<file path="src/rtl/core/spo_pkg.sv">
package spo_pkg;

  localparam logic [1:0] TYPE_POINT   = 2'd0;
  localparam logic [1:0] TYPE_BOX     = 2'd1;
  localparam logic [1:0] TYPE_CIRCLE  = 2'd2;
  localparam logic [1:0] TYPE_CAPSULE = 2'd3;

  localparam logic [3:0] PAIR_PT_PT   = 4'd0;
  localparam logic [3:0] PAIR_PT_BOX  = 4'd1;
  localparam logic [3:0] PAIR_PT_CIR  = 4'd2;
  localparam logic [3:0] PAIR_PT_CAP  = 4'd3;
  localparam logic [3:0] PAIR_BOX_BOX = 4'd4;
  localparam logic [3:0] PAIR_BOX_CIR = 4'd5;
  localparam logic [3:0] PAIR_BOX_CAP = 4'd6;
  localparam logic [3:0] PAIR_CIR_CIR = 4'd7;
  localparam logic [3:0] PAIR_CIR_CAP = 4'd8;
  localparam logic [3:0] PAIR_CAP_CAP = 4'd9;

  // per-beat control that rides along every stage
  typedef struct packed {
    logic       valid;
    logic [3:0] code;
    logic       swp;
    logic       simple_hit;
  } ctl_t;

  // after ordering: differences relative to the second shape
  typedef struct packed {
    ctl_t               ctl;
    logic signed [16:0] bx;
    logic signed [16:0] by;
    logic signed [15:0] dx;
    logic signed [15:0] dy;
    logic signed [17:0] cx;
    logic signed [17:0] cy;
    logic signed [16:0] ux;
    logic signed [16:0] uy;
    logic [15:0]        r;
  } ord_t;

  // raw products
  typedef struct packed {
    ctl_t               ctl;
    logic signed [32:0] dxbx;
    logic signed [32:0] dyby;
    logic signed [32:0] dxby;
    logic signed [32:0] dybx;
    logic [31:0]        dxsq;
    logic [31:0]        dysq;
    logic [32:0]        bxsq;
    logic [32:0]        bysq;
    logic [34:0]        cxsq;
    logic [34:0]        cysq;
    logic [32:0]        uxsq;
    logic [32:0]        uysq;
    logic [31:0]        r2;
  } prod_t;

endpackage

</file>
<file path="src/rtl/core/spo_order.sv">
module spo_order import spo_pkg::*; (
  input  logic               clk,
  input  logic               rst_n,
  input  logic               in_take,
  input  logic [7:0]         tol,
  input  logic [1:0]         type_a,
  input  logic [1:0]         type_b,
  input  logic signed [15:0] a_x0,
  input  logic signed [15:0] a_y0,
  input  logic signed [15:0] a_x1,
  input  logic signed [15:0] a_y1,
  input  logic [14:0]        a_radius,
  input  logic signed [15:0] b_x0,
  input  logic signed [15:0] b_y0,
  input  logic signed [15:0] b_x1,
  input  logic signed [15:0] b_y1,
  input  logic [14:0]        b_radius,
  output ord_t               ord_r
);

  logic               swp;
  logic [1:0]         ta, tb;
  logic signed [15:0] px0, py0, px1, py1, qx0, qy0, qx1, qy1;
  logic [14:0]        pr, qr;
  logic [3:0]         code;
  logic signed [16:0] bx, by;
  logic [16:0]        adx, ady;
  logic signed [15:0] clx, cly, tx, ty;
  logic               simple_hit;
  ord_t               ord_nxt;

  always_comb begin
    swp = type_a > type_b;
    ta  = swp ? type_b : type_a;
    tb  = swp ? type_a : type_b;
    px0 = swp ? b_x0 : a_x0;
    py0 = swp ? b_y0 : a_y0;
    px1 = swp ? b_x1 : a_x1;
    py1 = swp ? b_y1 : a_y1;
    pr  = swp ? b_radius : a_radius;
    qx0 = swp ? a_x0 : b_x0;
    qy0 = swp ? a_y0 : b_y0;
    qx1 = swp ? a_x1 : b_x1;
    qy1 = swp ? a_y1 : b_y1;
    qr  = swp ? a_radius : b_radius;

    unique case (ta)
      TYPE_POINT:  code = PAIR_PT_PT + {2'b00, tb - ta};
      TYPE_BOX:    code = PAIR_BOX_BOX + {2'b00, tb - ta};
      TYPE_CIRCLE: code = PAIR_CIR_CIR + {2'b00, tb - ta};
      default:     code = PAIR_CAP_CAP;
    endcase

    bx  = 17'(px0) - 17'(qx0);
    by  = 17'(py0) - 17'(qy0);
    adx = bx[16] ? 17'(-bx) : 17'(bx);
    ady = by[16] ? 17'(-by) : 17'(by);

    // box (first) nearest point to circle centre, min applied after max
    tx  = (qx0 > px0) ? qx0 : px0;
    clx = (tx < px1) ? tx : px1;
    ty  = (qy0 > py0) ? qy0 : py0;
    cly = (ty < py1) ? ty : py1;

    case (code)
      PAIR_PT_PT:   simple_hit = (adx < {9'd0, tol}) && (ady < {9'd0, tol});
      PAIR_PT_BOX:  simple_hit = (py0 < qy1) && (py0 > qy0) && (px0 < qx1) && (px0 > qx0);
      PAIR_BOX_BOX: simple_hit = (py0 < qy1) && (py1 > qy0) && (px0 < qx1) && (px1 > qx0);
      default:      simple_hit = 1'b0;
    endcase

    ord_nxt.ctl.valid      = in_take;
    ord_nxt.ctl.code       = code;
    ord_nxt.ctl.swp        = swp;
    ord_nxt.ctl.simple_hit = simple_hit;
    ord_nxt.bx = bx;
    ord_nxt.by = by;
    ord_nxt.dx = qx1;
    ord_nxt.dy = qy1;
    ord_nxt.cx = 18'(bx) - 18'(qx1);
    ord_nxt.cy = 18'(by) - 18'(qy1);
    ord_nxt.ux = (code == PAIR_BOX_CIR) ? 17'(clx) - 17'(qx0) : bx;
    ord_nxt.uy = (code == PAIR_BOX_CIR) ? 17'(cly) - 17'(qy0) : by;
    ord_nxt.r  = (code == PAIR_CIR_CIR || code == PAIR_CIR_CAP) ?
                 16'(pr) + 16'(qr) : 16'(qr);
  end

  always_ff @(posedge clk) begin
    if (!rst_n) begin
      ord_r <= '0;
    end else begin
      ord_r <= ord_nxt;
    end
  end

endmodule

</file>
<file path="config.mk">
export PLATFORM = sky130hd
export DESIGN_NAME = spo_order
export DESIGN_NICKNAME = d
export VERILOG_FILES = /design/src/rtl/core/spo_pkg.sv /design/src/rtl/core/spo_order.sv
export SDC_FILE = /design/constraint.sdc
export NUM_CORES = 1
export LEC_CHECK = 0
export ABC_AREA = 1
export BUFFER_PORTS_ARGS = -buffer_cell sky130_fd_sc_hd__buf_2
export CAP_MARGIN = 20
export CORE_UTILIZATION = 51
export CTS_BUF_LIST = sky130_fd_sc_hd__clkbuf_8
export DETAILED_ROUTE_END_ITERATION = 16
export PLACE_DENSITY_LB_ADDON = 0.12
export SETUP_SLACK_MARGIN = 0.15
export SLEW_MARGIN = 20
export SYNTH_ARGS = -nofsm -noshare
export SYNTH_HDL_FRONTEND = slang
export SYNTH_SLANG_ARGS = --single-unit
</file>
<file path="constraint.sdc">
create_clock -name clk -period 7.8 [get_ports clk]
set_input_delay 1.17 -clock clk [delete_from_list [all_inputs] [get_ports clk]]
set_output_delay 1.17 -clock clk [all_outputs]
set_load 0.02 [all_outputs]
</file>
==> out/qor.csv <==
metric;value;unit
outcome;completed;
# diodes;0;
crit path launch type;input pin;
Setup CP Type;in2reg;
syn avg cell area;6.39;µm²
final hold vios;0;
Tightest Hold Check Type;in2reg;
commonest cells after routing, fill and taps aside;nand2_1 (649), buf_2 (333), inv_1 (327);
gpl congestion;0.974;
hold depth;3;
mapped cell area;16200;µm²
Pins Over Slew Limit;0;
Largest regs;ord_r (159);
core area;30900;µm²
CP max stage delay;460;ps
cell leakage power;0.0107;µW
RSZ-0062 raised after global routing;yes;
total power;4930;µW
Mapped Nets;2901;
#FFs+latches synth;159;
boundary pin count;332;
postcts setup bufs;0;
Buf/Inv on CP;6;
H-tree levels;4;
crit-path max FO;59;
hold_buf cts;0;
CP dominant cell by count;nand2_1;
drt first pass iters;6;
minimum period implied by the final worst setup slack;7190;ps
Worst Path Arrival;7570;ps
layout cells sized above 1;0.195;
synth warn;0;
Critical Path RT;8180;ps
Reg with most FFs;ord_r;
Worst Setup SP;type_b[1];
Async S/R FF share, synth;0;
CTS tree;done;
Initial Utilization;0.523;
number of vias per cell;5.50;
Min Hold Slack;903;ps
Max rail drop VDD;117;µV
crit end category;flip-flop;
Root Driver;clkbuf_8;
First DRT Iteration DRCs;1748;
Placement Cell Area;18500;µm²
Crit path max-delay family;simple AND/OR/NAND/NOR gates;
layout net count;3243;
PD cells;260;nW/µm²
FP Rows;64;
vias in the first global route;16100;
final setup violation count;0;
max reg flops;159;
Synth Flop Type;dfxtp_1;
final wirelength;58.4;mm
gr ovfl total;0;
initial antenna violation count;0;
hpwl dp;48.8;mm
Area Overhead vs Synth;17.3;%
Vias;18000;
wire per inst;17.8;µm
GRT Total Usage;0.352;
total of max-cap violations;0;
die extent in x;180;µm
slowest cell on the critical path;o21ai_2;
pre-CTS setup slack;84.1;ps
Post-Synthesis Cells;2528;
port bufs;331;
Post-synth EDFFs;0;
Worst Hold End;ord_r[158]$_SDFF_PN0_;
Worst-path clk slew;80;ps
Sink Count;159;
Worst Max-Slew Pin Slew;1180;ps
CTS Buffer Depth;2;
hold_sp;in_take;
full die area;32400;µm²
post-route design area;19000;µm²
Max-slew headroom;0.206;
Residual DRC;0;
final period utilization;0.922;
Achievable Freq;0.139;GHz
die height;180;µm
largest net degree at the start of global routing;84;
Synth cell types;58;
setup TNS;0;ps
Num CTS Buffers;17;
sequential fraction of the synthesis area;0.197;
ANT nets after route;0;
global-route wire length before repair;88.8;mm
most common cell after layout, fill and taps aside;nand2_1;
setup ws final;610;ps
[worst min-delay path, cell delays in order]
cell     delay (ps)
buf_2            80
nand2_1          40
inv_1            40
[layer usage]
layer	vias up	track usage	routed length (µm)
met2	843	0.530	24400
met1	8164	0.510	26500
met3	62	0.0739	6430
met4	0	0.0821	1100
met5	-	0	0
li1	8962	-	-
[worst max path at each step]
stage	endpoint	slack, ps	cells past startpoint
4_1_cts	ord_r[48]$_SDFF_PN0_	540	44
3_3_place_gp	ord_r[48]$_SDFF_PN0_	190	44
5_1_grt	ord_r[48]$_SDFF_PN0_	130	51
3_5_place_dp	ord_r[48]$_SDFF_PN0_	80	44
2_1_floorplan	ord_r[30]$_SDFF_PN0_	480	47
6_report	ord_r[48]$_SDFF_PN0_	610	47
[synthesized netlist by cell type, types with 15 or more instances]
cell type  count  area (µm²)
nand2_2       20         125
ha_1         195        2440
o21ai_2       21         184
inv_1        326        1220
nand4_1       21         131
xnor2_1       15         131
o21bai_1      16         120
or2_2         32         200
a21oi_1      170         851
nor2_1       212         796
nand2_1      649        2440
o21ai_1       18        90.1
clkbuf_1      48         180
nand3_1      153         766
nor3_1        23         115
xor2_1        56         490
nand3_2       23         230
o21ai_0      219        1100
dfxtp_1      159        3180
[power breakdown]
| group | switching [µW] | total (µW) | internal, µW |
|---|---|---|---|
| combinational | 2110 | 3250 | 1140 |
| sequential | 45.1 | 1020 | 971 |
| clock | 310 | 667 | 357 |
[timing repair]
| action | CTS | global route |
|---|---|---|
| setup endpoints to repair | 0 | 6 |
| hold endpoints to repair | 0 | 0 |
| resized for setup | 0 | 13 |
[cell type report]
cell class                 instances  area, µm²
timing repair buffer             395       2210
multi-input combinational       1963      11400
clock inverter                    13        190
clock buffer                      18        248
fill                            3005      12000
tap                              396        495
sequential                       159       3180
inverter                         334       1260
[through the flow]
| step | util | instances |
|---|---|---|
| after floorplan | - | 2528 |
| after global placement | 0.597 | 3244 |
| after detailed placement | 0.597 | 3245 |
| after CTS | 0.611 | 3276 |
| after global routing | 0.613 | 3278 |
| final | 0.613 | 3278 |
[kinds of logic (layout without fill, tap and decap cells)]
family	Yosys count	after routing	share of synthesized area
compound gates	514	514	0.178
xor+xnor	78	78	0.0462
fa+ha+maj	200	200	0.157
buf+inv	406	760	0.102
flops	159	159	0.197
mux	4	4	0.00325
simple gates	1167	1167	0.316
No activity file was read; power rests on OpenSTA's default activity.
